[src/hw/rtl/ordm_pkg.sv]
// Ordered delimiter matcher: shared types and constants.
// Used by the window cell and the top level; depends on nothing.
package ordm_pkg;

    localparam int NUM_DELIMS    = 6;
    localparam int LEN_W         = 4;
    localparam int BYTE_W        = 8;
    localparam int DELIM_W       = 64;
    localparam int LENGTHS_W     = NUM_DELIMS * LEN_W;
    localparam int CUR_W         = 3;
    localparam int START_W       = 16;
    localparam int ADDR_W        = 6;
    localparam int DATA_W        = 64;
    localparam logic [LEN_W-1:0] BSM_MAX = '1;

    typedef enum logic [2:0] {
        REG_COUNT   = 3'd0,
        REG_LENGTHS = 3'd1,
        REG_BYTES_0 = 3'd2,
        REG_BYTES_1 = 3'd3,
        REG_BYTES_2 = 3'd4,
        REG_BYTES_3 = 3'd5,
        REG_BYTES_4 = 3'd6,
        REG_BYTES_5 = 3'd7
    } t_reg_idx;

    typedef struct packed {
        logic shift;
        logic clear;
    } t_cell_ctl;

endpackage

[src/hw/rtl/ordm_cell.sv]
// One window cell: holds one text byte, hands it to the next cell and
// compares its incoming byte with the expected delimiter byte. Uses ordm_pkg.
module ordm_cell import ordm_pkg::*; (
    input  logic              i_clk,
    input  logic              i_rst_n,
    input  t_cell_ctl         i_ctl,
    input  logic [BYTE_W-1:0] i_din,
    input  logic [BYTE_W-1:0] i_want,
    input  logic              i_check_en,
    output logic [BYTE_W-1:0] o_q,
    output logic              o_hit
);

    logic [BYTE_W-1:0] r_q;

    always_ff @(posedge i_clk) begin
        if (!i_rst_n) begin
            r_q <= '0;
        end else if (i_ctl.clear) begin
            r_q <= '0;
        end else if (i_ctl.shift) begin
            r_q <= i_din;
        end
    end

    assign o_q   = r_q;
    assign o_hit = !i_check_en || (i_din == i_want);

endmodule

[src/hw/rtl/ordered_delimiter_matcher_unit.sv]
// Ordered delimiter matcher top level: config registers, control, cell row.
// Each result word is registered in the output register as its byte is accepted.
// Throughput: one byte per cycle while o_stall is low; the compare across the cell row is combinational.
// Reset (synchronous, active low) clears config, window, counters and the output valid flag.
// Depends on ordm_pkg and ordm_cell.
module ordered_delimiter_matcher_unit import ordm_pkg::*; #(
    parameter int MAX_DELIMITERS    = 6,
    parameter int MAX_DELIMITER_LEN = 8,
    parameter int POSITION_BITS     = 16
) (
    input  logic               i_clk,
    input  logic               i_rst_n,
    input  logic               psel,
    input  logic               penable,
    input  logic               pwrite,
    input  logic [ADDR_W-1:0]  paddr,
    input  logic [DATA_W-1:0]  pwdata,
    output logic [DATA_W-1:0]  prdata,
    output logic               pready,
    input  logic               i_valid,
    output logic               o_stall,
    input  logic [BYTE_W-1:0]  i_text_byte,
    input  logic               i_end_of_text,
    output logic               o_valid,
    input  logic               i_stall,
    output logic [CUR_W-1:0]   o_matched_so_far,
    output logic               o_delimiter_done,
    output logic [START_W-1:0] o_match_start,
    output logic               o_pattern_matched,
    output logic               o_text_done
);

    localparam logic [POSITION_BITS-1:0] POS_MAX = '1;

    logic [CUR_W-1:0]     r_cfg_count;
    logic [LENGTHS_W-1:0] r_cfg_lengths;
    logic [DELIM_W-1:0]   r_cfg_bytes [NUM_DELIMS];

    logic [LEN_W-1:0]         r_bsm;
    logic [CUR_W-1:0]         r_cur;
    logic [POSITION_BITS-1:0] r_pos;

    logic               r_out_valid;
    logic [CUR_W-1:0]   r_matched;
    logic               r_done;
    logic [START_W-1:0] r_start;
    logic               r_pattern;
    logic               r_text_done;

    logic                     cfg_wr;
    t_reg_idx                 cfg_idx;
    logic                     in_acc;
    logic [CUR_W-1:0]         count_eff;
    logic                     first;
    logic [CUR_W-1:0]         cur1;
    logic                     done1;
    logic [LEN_W-1:0]         bsm1;
    logic [LEN_W-1:0]         len1;
    logic [LEN_W-1:0]         len1_m1;
    logic [DELIM_W-1:0]       sel_bytes;
    logic                     all_hit;
    logic                     match;
    logic [POSITION_BITS-1:0] pos_next;
    logic [POSITION_BITS-1:0] last2;
    logic [CUR_W-1:0]         cur2;
    logic [CUR_W-1:0]         cur3;
    logic [CUR_W-1:0]         n_cur;
    logic [LEN_W-1:0]         n_bsm;
    logic                     n_done;
    logic [POSITION_BITS-1:0] n_last;
    logic                     n_pattern;
    t_cell_ctl                cell_ctl;

    logic [BYTE_W-1:0]           cell_din  [MAX_DELIMITER_LEN];
    logic [BYTE_W-1:0]           cell_q    [MAX_DELIMITER_LEN];
    logic [BYTE_W-1:0]           cell_want [MAX_DELIMITER_LEN];
    logic [MAX_DELIMITER_LEN-1:0] cell_en;
    logic [MAX_DELIMITER_LEN-1:0] cell_hit;

    function automatic logic [LEN_W-1:0] len_of(input logic [CUR_W-1:0] k,
                                                input logic [LENGTHS_W-1:0] lens);
        logic [LEN_W-1:0] l;
        l = '0;
        if (k < CUR_W'(NUM_DELIMS)) begin
            l = lens[LEN_W*k +: LEN_W];
        end
        if (l > LEN_W'(MAX_DELIMITER_LEN)) begin
            l = LEN_W'(MAX_DELIMITER_LEN);
        end
        return l;
    endfunction

    function automatic logic [CUR_W-1:0] skip_empty(input logic [CUR_W-1:0] from,
                                                    input logic [CUR_W-1:0] cnt,
                                                    input logic [LENGTHS_W-1:0] lens);
        logic [CUR_W-1:0] res;
        res = from;
        for (int k = 0; k < NUM_DELIMS; k++) begin
            if (res == CUR_W'(k) && res < cnt && len_of(res, lens) == '0) begin
                res = CUR_W'(k + 1);
            end
        end
        return res;
    endfunction

    // configuration port
    assign pready  = 1'b1;
    assign cfg_wr  = psel && penable && pwrite && pready;
    assign cfg_idx = t_reg_idx'(paddr[ADDR_W-1:3]);

    always_ff @(posedge i_clk) begin
        if (!i_rst_n) begin
            r_cfg_count   <= '0;
            r_cfg_lengths <= '0;
            for (int k = 0; k < NUM_DELIMS; k++) begin
                r_cfg_bytes[k] <= '0;
            end
        end else if (cfg_wr) begin
            case (cfg_idx)
                REG_COUNT:   r_cfg_count    <= pwdata[CUR_W-1:0];
                REG_LENGTHS: r_cfg_lengths  <= pwdata[LENGTHS_W-1:0];
                REG_BYTES_0: r_cfg_bytes[0] <= pwdata;
                REG_BYTES_1: r_cfg_bytes[1] <= pwdata;
                REG_BYTES_2: r_cfg_bytes[2] <= pwdata;
                REG_BYTES_3: r_cfg_bytes[3] <= pwdata;
                REG_BYTES_4: r_cfg_bytes[4] <= pwdata;
                REG_BYTES_5: r_cfg_bytes[5] <= pwdata;
                default: ;
            endcase
        end
    end

    always_comb begin
        case (cfg_idx)
            REG_COUNT:   prdata = DATA_W'(r_cfg_count);
            REG_LENGTHS: prdata = DATA_W'(r_cfg_lengths);
            REG_BYTES_0: prdata = r_cfg_bytes[0];
            REG_BYTES_1: prdata = r_cfg_bytes[1];
            REG_BYTES_2: prdata = r_cfg_bytes[2];
            REG_BYTES_3: prdata = r_cfg_bytes[3];
            REG_BYTES_4: prdata = r_cfg_bytes[4];
            REG_BYTES_5: prdata = r_cfg_bytes[5];
            default:     prdata = '0;
        endcase
    end

    // handshake
    assign o_stall = r_out_valid && i_stall;
    assign in_acc  = i_valid && !o_stall;

    // delimiter selection
    assign count_eff = (r_cfg_count > CUR_W'(MAX_DELIMITERS)) ? CUR_W'(MAX_DELIMITERS)
                                                              : r_cfg_count;
    assign first     = (r_pos == '0) && (r_bsm == '0);
    assign cur1      = first ? skip_empty(r_cur, count_eff, r_cfg_lengths) : r_cur;
    assign done1     = first && (cur1 != r_cur);
    assign bsm1      = (r_bsm == BSM_MAX) ? r_bsm : r_bsm + 1'b1;
    assign len1      = len_of(cur1, r_cfg_lengths);
    assign len1_m1   = len1 - 1'b1;
    assign sel_bytes = (cur1 < CUR_W'(NUM_DELIMS)) ? r_cfg_bytes[cur1] : '0;

    // cell row
    assign cell_ctl.shift = in_acc;
    assign cell_ctl.clear = in_acc && i_end_of_text;

    genvar j;
    generate
        for (j = 0; j < MAX_DELIMITER_LEN; j++) begin : g_cell
            logic [2:0] want_idx;
            if (j == 0) begin : g_head
                assign cell_din[j] = i_text_byte;
            end else begin : g_link
                assign cell_din[j] = cell_q[j-1];
            end
            assign cell_en[j]   = LEN_W'(j) < len1;
            assign want_idx     = 3'(len1_m1 - LEN_W'(j));
            assign cell_want[j] = sel_bytes[BYTE_W*want_idx +: BYTE_W];

            ordm_cell u_cell (
                .i_clk      (i_clk),
                .i_rst_n    (i_rst_n),
                .i_ctl      (cell_ctl),
                .i_din      (cell_din[j]),
                .i_want     (cell_want[j]),
                .i_check_en (cell_en[j]),
                .o_q        (cell_q[j]),
                .o_hit      (cell_hit[j])
            );
        end
    endgenerate

    assign all_hit = &cell_hit;
    assign match   = (cur1 < count_eff) && (len1 != '0) && (bsm1 >= len1) && all_hit;

    // match bookkeeping
    always_comb begin
        pos_next = (r_pos == POS_MAX) ? r_pos : r_pos + 1'b1;
        last2    = (r_pos >= POSITION_BITS'(len1_m1)) ? r_pos - POSITION_BITS'(len1_m1)
                                                      : '0;
        cur2     = cur1 + 1'b1;
        cur3     = skip_empty(cur2, count_eff, r_cfg_lengths);
        if (match) begin
            n_cur  = cur3;
            n_bsm  = '0;
            n_last = (cur3 != cur2) ? pos_next : last2;
        end else begin
            n_cur  = cur1;
            n_bsm  = bsm1;
            n_last = r_pos;
        end
        n_done    = done1 || match;
        n_pattern = i_end_of_text && (n_cur >= count_eff);
    end

    always_ff @(posedge i_clk) begin
        if (!i_rst_n) begin
            r_bsm <= '0;
            r_cur <= '0;
            r_pos <= '0;
        end else if (in_acc) begin
            if (i_end_of_text) begin
                r_bsm <= '0;
                r_cur <= '0;
                r_pos <= '0;
            end else begin
                r_bsm <= n_bsm;
                r_cur <= n_cur;
                r_pos <= pos_next;
            end
        end
    end

    // output register
    always_ff @(posedge i_clk) begin
        if (!i_rst_n) begin
            r_out_valid <= 1'b0;
        end else if (in_acc) begin
            r_out_valid <= 1'b1;
        end else if (!i_stall) begin
            r_out_valid <= 1'b0;
        end
    end

    always_ff @(posedge i_clk) begin
        if (in_acc) begin
            r_matched   <= n_cur;
            r_done      <= n_done;
            r_start     <= n_done ? START_W'(n_last) : '0;
            r_pattern   <= n_pattern;
            r_text_done <= i_end_of_text;
        end
    end

    assign o_valid           = r_out_valid;
    assign o_matched_so_far  = r_matched;
    assign o_delimiter_done  = r_done;
    assign o_match_start     = r_start;
    assign o_pattern_matched = r_pattern;
    assign o_text_done       = r_text_done;

    a_cur_bound: assert property (@(posedge i_clk) disable iff (!i_rst_n)
        r_cur <= CUR_W'(MAX_DELIMITERS))
        else $error("delimiter index past limit");

    a_eot_clear: assert property (@(posedge i_clk) disable iff (!i_rst_n)
        in_acc && i_end_of_text |=> r_pos == '0 && r_cur == '0 && r_bsm == '0)
        else $error("state not cleared after final byte");

    a_start_zero: assert property (@(posedge i_clk) disable iff (!i_rst_n)
        o_valid && !o_delimiter_done |-> o_match_start == '0)
        else $error("start offset without a completed delimiter");

    a_pattern_eot: assert property (@(posedge i_clk) disable iff (!i_rst_n)
        o_valid && o_pattern_matched |-> o_text_done)
        else $error("pattern result before final byte");

endmodule

[config.mk]
export PLATFORM = sky130hd
export DESIGN_NAME = ordered_delimiter_matcher_unit
export DESIGN_NICKNAME = d
export VERILOG_FILES = /design/src/hw/rtl/ordm_pkg.sv /design/src/hw/rtl/ordm_cell.sv /design/src/hw/rtl/ordered_delimiter_matcher_unit.sv
export SDC_FILE = /design/constraint.sdc
export NUM_CORES = 1
export LEC_CHECK = 0
export BUFFER_PORTS_ARGS = -buffer_cell sky130_fd_sc_hd__clkbuf_2
export CAP_MARGIN = 5
export CORE_ASPECT_RATIO = 0.5
export CORE_MARGIN = 1.5
export CORE_UTILIZATION = 56
export CTS_CLUSTER_DIAMETER = 40
export CTS_CLUSTER_SIZE = 30
export DETAILED_ROUTE_END_ITERATION = 7
export PLACE_DENSITY = 0.77
export SETUP_SLACK_MARGIN = 0.05
export SYNTH_ARGS = -nofsm -noshare
export SYNTH_HDL_FRONTEND = slang
export SYNTH_SLANG_ARGS = --single-unit
[constraint.sdc]
create_clock -name i_clk -period 10.2 [get_ports i_clk]
set_input_delay 2.04 -clock i_clk [delete_from_list [all_inputs] [get_ports i_clk]]
set_output_delay 2.04 -clock i_clk [all_outputs]
set_load 0.05 [all_outputs]
Word-level counts from Yosys, hierarchy flattened
Memory sizes are Yosys's and may differ from the RTL's.
Cells that the tools add are included.

storage, ports and cells
  bits in registers = 129
  RAM bits = 384
  input bits = 86
  output and inout port bits = 89
  memories = 1

memory list
  memory       depth  bits a word  rd ports  clocked after Yosys merged registers in  write ports  line                                  RTL
  r_cfg_bytes  6      64           7         0                                        6            ordered_delimiter_matcher_unit.sv:37  logic [DELIM_W-1:0] r_cfg_bytes [NUM_DELIMS];

operators by class
  add/subtract/negate cells = 12
  magnitude comparators = 51
  equality and inequality tests = 30
  shift-type cells = 21
  muxes and demuxes = 85
  bitwise gates (word level) = 7
  reductions and logical operators = 75

operators with widths
  kind                                                       count
  one-hot mux 64 bit (8 select lines)                        1
  indexed part select 64 x 7 -> 8 bit                        8
  2-to-1 mux 64 bit                                          7
  indexed part select 24 x 6 -> 4 bit                        13
  2-to-1 mux 4 bit                                           29
  2-to-1 mux 16 bit                                          5
  == test 8 bit                                              8
  > comparator 4 bit, second input constant                  13
  zero test 4 bit                                            13
  2-to-1 mux 3 bit                                           16
  less-than comparator 3 bit                                 13
  less-than comparator 3 bit, second input constant          13
  logical AND 1 bit                                          35
  2-to-1 mux 1 bit                                           27
  == test 3 bit, second input constant                       8
  == test 3 x 2 -> 1 bit, second input constant              6
  adder 16 x 1 -> 16 bit, second input constant              1
  == test 16 bit, second input constant                      1
  >= comparator 16 x 4 -> 1 bit                              1
  zero test 16 bit                                           1
  less-than comparator 3 x 4 -> 1 bit, first input constant  4
  subtractor 16 x 4 -> 16 bit                                1
  subtractor 3 bit, second input constant                    4
  == test 3 x 1 -> 1 bit, second input constant              3
  22 further kinds                                           50

Depth between registers and ports, before layout
Gate-level depths: netlist (run 1).

  depth in word-level cells = 89
  gate-level depth with buffers = 61
  depth with buffers taken out = 55

By module
From an unflattened synthesis (run 1), not the netlist that was laid out.

unflattened totals
  cells, all modules = 2,948
  area, all modules = 30,991.0 µm²

by module, submodules not included
  module                          times used  cells an instance  area an instance (µm²)
  ordered_delimiter_matcher_unit  1           2,644              27,948.1
  ordm_cell                       8           38                 380.4

Worst setup path after synthesis (run 1)
No wires, ideal clock.

  kind = register -> register
  start point = register r_cur[2]
  end point = register r_start[11] (netlist: o_match_start[11]), data pin
  library setup time = 0.256 ns
  arrival = 10.892 ns
  data required time = 9.944 ns
  slack = -0.948 ns
  cell stages (with the launch flop) = 60
  buffers on the path = 7
  path through = dfxtp_1 > buf_1 > clkbuf_1 > ha_1 > o21ai_0 > and3_1 > nor2_1 > or2_1 > buf_2 > clkinv_4 > ha_1 > o21ai_0 > nand3_1 > o2bb2ai_2 > a21o_2 > ha_1 > o21a_1 > nor3_1 > [... 24 more ...] > nand3b_1 > or2_2 > a2bb2oi_1 > nand3_1 > o21a_1 > ha_1 > a21o_1 > a211oi_1 > nor4_1 > o21ai_0 > and3_1 > xnor2_1 > a211oi_2 > clkbuf_1 > nor2_1 > a31o_2 > o21ai_0 > nor2_1

on the way
  word-level cells in the longest chain between the ends = 89

RTL lines
  element                                                                            line                                                                        RTL
  start: declaration                                                                 ordered_delimiter_matcher_unit.sv:40                                        logic [CUR_W-1:0] r_cur;
  start signal: assignment                                                           ordered_delimiter_matcher_unit.sv:227                                       r_cur <= n_cur;
  indexed part select 24 x 6 -> 4 bit or less-than comparator 3 bit (tied branches)  ordered_delimiter_matcher_unit.sv:85, ordered_delimiter_matcher_unit.sv:84
  2-to-1 mux 4 bit                                                                   ordered_delimiter_matcher_unit.sv:84                                        if (k < CUR_W'(NUM_DELIMS)) begin
  > comparator 4 bit                                                                 ordered_delimiter_matcher_unit.sv:87                                        if (l > LEN_W'(MAX_DELIMITER_LEN)) begin
  2-to-1 mux 4 bit                                                                   ordered_delimiter_matcher_unit.sv:87
  zero test 4 bit                                                                    ordered_delimiter_matcher_unit.sv:99                                        if (res == CUR_W'(k) && res < cnt && len_of(res, lens) == '0) begin
  logical AND 1 bit                                                                  ordered_delimiter_matcher_unit.sv:99
  2-to-1 mux 3 bit                                                                   ordered_delimiter_matcher_unit.sv:99
  indexed part select 24 x 6 -> 4 bit or less-than comparator 3 bit (tied branches)  ordered_delimiter_matcher_unit.sv:85, ordered_delimiter_matcher_unit.sv:84
  [... 73 more ...]                                                                  --
  > comparator 4 bit                                                                 ordered_delimiter_matcher_unit.sv:87
  2-to-1 mux 4 bit                                                                   ordered_delimiter_matcher_unit.sv:87
  zero test 4 bit                                                                    ordered_delimiter_matcher_unit.sv:99
  logical AND 1 bit                                                                  ordered_delimiter_matcher_unit.sv:99
  2-to-1 mux 3 bit                                                                   ordered_delimiter_matcher_unit.sv:99
  inequality test 3 bit                                                              ordered_delimiter_matcher_unit.sv:205                                       n_last = (cur3 != cur2) ? pos_next : last2;
  2-to-1 mux 16 bit                                                                  ordered_delimiter_matcher_unit.sv:205
  2-to-1 mux 16 bit                                                                  ordered_delimiter_matcher_unit.sv:202                                       if (match) begin
  end signal: assignment                                                             ordered_delimiter_matcher_unit.sv:248                                       r_start <= n_done ? START_W'(n_last) : '0;
  end: declaration                                                                   ordered_delimiter_matcher_unit.sv:46                                        logic [START_W-1:0] r_start;

Parallel ways exist; a longest one is shown, timed or not.
A chain may end at the register's enable or synchronous reset.

Final worst setup path (run 1)
  start point = register r_cfg_count[2]
  end point = register r_pattern (netlist: o_pattern_matched), data pin

on the way
  word-level cells in the longest chain between the ends = 88

RTL lines
  element                                                                            line                                                                        RTL
  start: declaration                                                                 ordered_delimiter_matcher_unit.sv:35                                        logic [CUR_W-1:0] r_cfg_count;
  start signal: assignment                                                           ordered_delimiter_matcher_unit.sv:120                                       REG_COUNT: r_cfg_count <= pwdata[CUR_W-1:0];
  > comparator 3 bit                                                                 ordered_delimiter_matcher_unit.sv:152                                       assign count_eff = (r_cfg_count > CUR_W'(MAX_DELIMITERS)) ? CUR_W'(MAX_DELIMITERS)
  2-to-1 mux 3 bit *                                                                 ordered_delimiter_matcher_unit.sv:152
  less-than comparator 3 bit                                                         ordered_delimiter_matcher_unit.sv:99
  logical AND 1 bit (2 in a row)                                                     ordered_delimiter_matcher_unit.sv:99
  2-to-1 mux 3 bit                                                                   ordered_delimiter_matcher_unit.sv:99
  indexed part select 24 x 6 -> 4 bit or less-than comparator 3 bit (tied branches)  ordered_delimiter_matcher_unit.sv:85, ordered_delimiter_matcher_unit.sv:84
  2-to-1 mux 4 bit                                                                   ordered_delimiter_matcher_unit.sv:84
  > comparator 4 bit                                                                 ordered_delimiter_matcher_unit.sv:87
  [... 73 more ...]                                                                  --
  zero test 4 bit                                                                    ordered_delimiter_matcher_unit.sv:99
  logical AND 1 bit                                                                  ordered_delimiter_matcher_unit.sv:99
  2-to-1 mux 3 bit                                                                   ordered_delimiter_matcher_unit.sv:99
  2-to-1 mux 3 bit *                                                                 ordered_delimiter_matcher_unit.sv:202
  via n_cur[1]                                                                       ordered_delimiter_matcher_unit.sv:67                                        logic [CUR_W-1:0] n_cur;
  >= comparator 3 bit *                                                              ordered_delimiter_matcher_unit.sv:212                                       n_pattern = i_end_of_text && (n_cur >= count_eff);
  logical AND 1 bit *                                                                ordered_delimiter_matcher_unit.sv:212
  via n_pattern                                                                      ordered_delimiter_matcher_unit.sv:71                                        logic n_pattern;
  end signal: assignment                                                             ordered_delimiter_matcher_unit.sv:249                                       r_pattern <= n_pattern;
  end: declaration                                                                   ordered_delimiter_matcher_unit.sv:47                                        logic r_pattern;

Mark *: on every way through the listed nets, which the timed path passes. The rest lies on a longest branch.

==> flow_summary.toml, run 1 <==
[run_status]
status = "finished with violations"
failed_checks = "DRC"

[critical_path]
cp_data_required_time_ps = 10540
arrival_ps = 10140
r2r_setup_slack_ps = 400
path_delay_family = "compound AO/OA/AOI/OAI gates"
ff2ff_path_depth = 42
critPathSlowestCell = "mux4_2"
worstSetupPathType = "reg2reg"
endpoint_kind = "flip-flop"
critPathBufInv = 9
r2r-start = "r_cfg_count[2]"
cp-start-kind = "flip-flop"
crit_top_cell = "ha_1"
cpPeakStageDelay_ps = 600
timing.rr.end = "o_pattern_matched"
path_max_fanout = 23

[logic_synthesis]
synthCells = 3034
ys_seq_area_frac = 0.466
synth.distinct_cells = 100
synth_ff_type = "edfxtp_1"
synth_top_area_frac = 0.397
ys_top_cells_by_area = "edfxtp_1 (40%), and2_1 (7.9%), dfxtp_1 (7.0%)"
synth-edff-count = 406
ys_warn_count = 0
syn_nets = 3166
ys_async_sr_fraction = 0
syn_area_per_cell_um2 = 10.1
ys_seq_elements = 513
synth_area_leader_cell = "edfxtp_1"
syn_area_um2 = 30700

[timing]
maxSlewViolCount = 0
final.period_utilization = 0.961
setup_viol = 0
fmax_mhz = 102
hold_violations = 0
whs_ps = 480
fin_crit_ps = 9800
slew-limit-headroom = 0.0499
tightestPinTransition_ps = 1410
setup_slack_ps = 398
skew_ps = 57.5

[floorplan]
coreArea_um2 = 54000
die-area_um2 = 56400
die_height_um = 169
die_w_um = 334
start_util = 0.570
row_count = 60
io_pins = 175

[clock_tree]
hold_buffers = 0
clk_path_buf_depth = 3
ctsHtreeMaxLevel = 2
clock_sinks = 513
clk_latency_ps = 630
numCtsBuffers = 43
root_buffer = "clkbuf_16"
tritoncts = "built"
clk_pin_slew_ps = 70

[cells_and_area]
final_common_cell = "edfxtp_1"
mostFrequentLayoutCells = "edfxtp_1 (406), and2_1 (389), nand2_1 (325)"
area_growth_pct = 12.5
regArea_um2 = 14300
fillers = 4137
instances_no_fill = 3904
drive_gt1_frac = 0.189
nets = 3283
multi_input_area_um2 = 15800

[hold_path]
hold_end = "g_cell[6].u_cell.o_q[0]"
holdCritStartpoint = "g_cell[5].u_cell.o_q[0]"
hold_path.class = "reg2reg"
holdPathStages = 2

[grt]
grt_start_max_net_pins = 92
antenna_found_initial = 7
grt_usage = 0.361
grt_pass1_vias = 24800
grt_overflow_total = 0
grt_pass1_wl_um = 154000

[run]
drv_cap = 0

[place]
post-place-ws_ps = -181
dp_hpwl_um = 66900
io_buffers = 170
gp_congestion = 0.982
dp_cells = 3791

[routing]
viasPerCell = 6.80
avgRoutedWirePerCell_um = 26.9
ant_nets = 0
vias = 26500
first_iter_violations = 4579
drcViolationCount = 2
routed_wl_um = 105000
dr.pass1.iters = 8

[power]
powerDensity_nw_per_um2 = 146
peakVddDrop_uv = 130
p_leak_nw = 12.9
-- where the power goes --
part	leakage [nW]	switching [mW]	internal, mW
Combinational	7.43	0.600	0.267
Sequential	4.75	0.0563	2.35
Clock	0.713	0.888	0.880
-- tightest hold or removal path, stage by stage, from the launching register on --
cell and delay, ps:
dfxtp_1 330, nand2_1 60, a21oi_1 50
-- cells by family after synthesis --
kind of cell | Yosys count | share of synthesized area
mux | 295 | 0.106
xor+xnor | 75 | 0.0222
fa+ha+maj | 46 | 0.0190
simple gates | 1128 | 0.189
flops | 513 | 0.466
compound gates | 710 | 0.160
buf+inv | 266 | 0.0373
other cells | 1 | 0.000122
-- worst max-delay path by stage --
stage / cells past startpoint / endpoint / from / slack, ps
after floorplan: 57 / o_match_start[11] / r_cur[2] / 60
after global placement: 52 / o_match_start[10] / r_cfg_count[1] / 40
after detailed placement: 52 / o_match_start[10] / r_cfg_count[1] / -180
after CTS: 51 / o_match_start[7] / r_cfg_lengths[0] / 80
after global routing: 54 / o_match_start[0] / r_cfg_count[2] / -80
final: 42 / o_pattern_matched / r_cfg_count[2] / 400
-- per-layer routing --
layer / vias up / wire [µm] / GRT usage
li1: 11500 / - / -
met1: 12700 / 39000 / 0.482
met2: 1963 / 45100 / 0.540
met3: 381 / 16100 / 0.117
met4: 2 / 4830 / 0.156
met5: - / 13 / 0
-- synth_stat cells, types with 5 or more instances --
cell type / instances
edfxtp_1: 406
and2_1: 390
nand2_1: 331
mux2i_1: 189
a22oi_1: 166
clkbuf_1: 163
a21oi_1: 151
nor2_1: 119
nand3_1: 112
dfxtp_1: 107
o21ai_0: 99
mux2_2: 88
a221oi_1: 56
ha_1: 45
nor3_1: 45
xnor2_1: 38
a21boi_0: 35
xor2_1: 35
o22ai_1: 34
buf_2: 33
and3_1: 29
inv_1: 26
a211oi_1: 25
a31oi_1: 20
a21o_1: 18
or3_1: 18
nand4_1: 17
buf_1: 16
mux4_2: 16
nor2b_1: 16
nor4_1: 13
buf_4: 11
a22o_1: 9
o211ai_1: 9
o21a_1: 9
o221ai_1: 8
o311ai_0: 7
buf_6: 6
inv_2: 6
nand2b_1: 6
or4_1: 6
and4_1: 5
or2_2: 5
-- metrics by stage --
step                setup TNS (ps)  cell area [µm²]  utilization  power, mW
finish                           0            34600        0.641       5.04
CTS                              0            34100        0.632       4.98
global route                  -499            34600        0.641       5.16
global placement                 0            32600        0.603       3.23
floorplan                        0            30900            -       2.96
detailed placement           -1300            32600        0.603       3.25
-- what timing repair did --
item,in CTS,in global routing
resized for setup,5,54
pin swaps,6,34
endpoints found under the setup margin,16,25
buffers inserted,3,25
-- sequential cells by signal, indices dropped and copies added, names as in the netlist --
name               flops
r_cfg_bytes          384
g_cell.u_cell.o_q     56
r_cfg_lengths         24
o_match_start         16
r_pos                 16
r_bsm                  4
o_matched_so_far       3
r_cfg_count            3
r_cur                  3
o_delimiter_done       1
o_pattern_matched      1
o_text_done            1
o_valid                1
-- final cells by class --
cell class / instances / share of cell area
tap: 713 / 0.0258
multi-input combinational: 2255 / 0.457
timing repair buffer: 302 / 0.0547
antenna: 5 / 0.000362
inverter: 36 / 0.00467
clock buffer: 48 / 0.0317
clock inverter: 32 / 0.0114
sequential: 513 / 0.414
No activity file was read; power rests on OpenSTA's default activity.
==> inputs of run 2 (changes only) <==
- CORE_UTILIZATION: 56 -> 58
- CTS_BUF_LIST: default -> sky130_fd_sc_hd__clkbuf_4
- PLACE_DENSITY: 0.77 -> 0.79
==> flow_summary.toml, run 2 (same netlist as run 1, synthesis figures left out) <==
[cells_and_area]
largest-register = "r_cfg_bytes"
drive_gt1_frac = 0.188
mostFrequentLayoutCells = "edfxtp_1 (406), and2_1 (389), nand2_1 (325)"
regArea_um2 = 14300
area_growth_pct = 9.87
fillers = 4041
largest_reg_flops = 384
instances_no_fill = 3885
nets = 3272
multi_input_area_um2 = 15800
final_common_cell = "edfxtp_1"

[floorplan]
die_w_um = 329
coreArea_um2 = 52200
row_count = 59
start_util = 0.589
die-area_um2 = 54500
die_height_um = 166
io_pins = 175

[routing]
ant_nets = 0
routed_wl_um = 104000
viasPerCell = 6.76
first_iter_violations = 4003
dr.pass1.iters = 7
drcViolationCount = 0
vias = 26300
avgRoutedWirePerCell_um = 26.7

[grt]
antenna_found_initial = 12
grt_pass1_vias = 24800
grt_overflow_total = 0
grt_pass1_wl_um = 151000
grt_start_max_net_pins = 79
grt_usage = 0.368

[run_status]
status = "complete, no violations"

[critical_path]
arrival_ps = 10430
r2r-start = "r_cfg_count[1]"
cp_data_required_time_ps = 10810
worstSetupPathType = "reg2reg"
cp-start-kind = "flip-flop"
ff2ff_path_depth = 41
r2r_setup_slack_ps = 380
path_max_fanout = 46
cpPeakStageDelay_ps = 640
critPathSlowestCell = "buf_4"
path_delay_family = "compound AO/OA/AOI/OAI gates"
endpoint_kind = "flip-flop"
critPathBufInv = 8
timing.rr.end = "o_pattern_matched"

[power]
seqPwrFrac = 0.543
clkPwrFrac = 0.261
switchingPower_mw = 1.48
combPwrFrac = 0.196
finalPower_mw = 4.43
swShare = 0.335
p_leak_nw = 12.5
p_int_mw = 2.95
peakVddDrop_uv = 81.5
powerDensity_nw_per_um2 = 131

[clock_tree]
clock_sinks = 513
hold_buffers = 0
tritoncts = "built"
clk_pin_slew_ps = 200
clk_latency_ps = 930
root_buffer = "clkbuf_4"
ctsHtreeMaxLevel = 2
clk_path_buf_depth = 3
numCtsBuffers = 41

[timing]
tightestPinTransition_ps = 1270
maxSlewViolCount = 0
fmax_mhz = 102
slew-limit-headroom = 0.151
final.period_utilization = 0.963
hold_violations = 0
tns_ps = 0
skew_ps = 87.7
fin_crit_ps = 9820
setup_viol = 0

[place]
dp_cells = 3779
io_buffers = 170
dp_hpwl_um = 65500
gp_congestion = 0.968

[hold_path]
hold_end = "g_cell[2].u_cell.o_q[0]"
hold_path.class = "reg2reg"
holdCritStartpoint = "g_cell[1].u_cell.o_q[0]"
holdPathStages = 2

[run]
drv_cap = 0
## run 2: cell types whose count changed in the layout (fill, tap and decap cells not counted), moves of 3 or more
cell / change
buf_4: -10
clkbuf_1: -5
clkbuf_16: -42
clkbuf_4: +43
diode_2: +6
inv_12: +3
inv_8: -3
o21ai_0: -3
o21ai_1: +3
## run 2: worst max-delay path by stage
stage / startpoint / end / slack (ps) / cells past startpoint
2_1_floorplan: r_cur[2] / o_match_start[11] / 60 / 57
3_3_place_gp: r_cfg_count[1] / o_match_start[4] / 100 / 52
3_5_place_dp: r_cfg_count[1] / o_match_start[4] / -120 / 54
4_1_cts: r_cfg_count[1] / o_match_start[11] / 50 / 56
5_1_grt: r_cfg_count[1] / o_match_start[0] / -110 / 52
6_report: r_cfg_count[1] / o_pattern_matched / 380 / 41
## run 2: power by group through the flow
stage	logic (mW)	registers, mW	clock network [mW]
6_report	0.868	2.41	1.16
3_5_place_dp	0.798	2.45	0
5_1_grt	0.905	2.41	1.23
2_1_floorplan	0.504	2.46	0
4_1_cts	0.808	2.40	1.15
3_3_place_gp	0.787	2.44	0
## run 2: layer usage
metal | GRT usage | part of all wire | vias up | wire, µm
li1 | - | - | 11500 | -
met1 | 0.482 | 0.37 | 12500 | 38100
met2 | 0.550 | 0.44 | 1901 | 45500
met3 | 0.132 | 0.15 | 338 | 15800
met4 | 0.164 | 0.043 | 0 | 4430
met5 | 0 | 0 | - | 0
## run 2: repair_timing
| item | in CTS | in global routing |
|---|---|---|
| hold endpoints to repair | 0 | 0 |
| setup buffers | 1 | 17 |
| resized for setup | 3 | 63 |
| cloned | 0 | 1 |
| endpoints found under the setup margin | 10 | 17 |
| pin swaps | 1 | 31 |
## run 2: through the flow
stage | hold WS [ps] | utilization | worst slack, ps | instance area [µm²]
finish | 450 | 0.647 | 377 | 33800
detailed placement | 469 | 0.623 | -122 | 32500
floorplan | 441 | - | 59.8 | 30900
global route | 458 | 0.647 | -107 | 33800
global placement | 460 | 0.623 | 101 | 32500
CTS | 443 | 0.638 | 50.9 | 33300
## run 2: worst register-to-register path, delay by kind of cell (launching register included)
family	cells	cell delay, ps
flops	1	410
fa+ha+maj	4	1040
simple gates	10	2010
compound gates	17	3620
buf+inv	8	1620
mux	2	820
## run 2: final cells by class
cell class | count | share of cell area
clock buffer | 43 | 0.00956
tap | 701 | 0.0260
sequential | 513 | 0.424
inverter | 36 | 0.00463
antenna | 11 | 0.000815
multi-input combinational | 2255 | 0.468
clock inverter | 33 | 0.0117
timing repair buffer | 293 | 0.0546
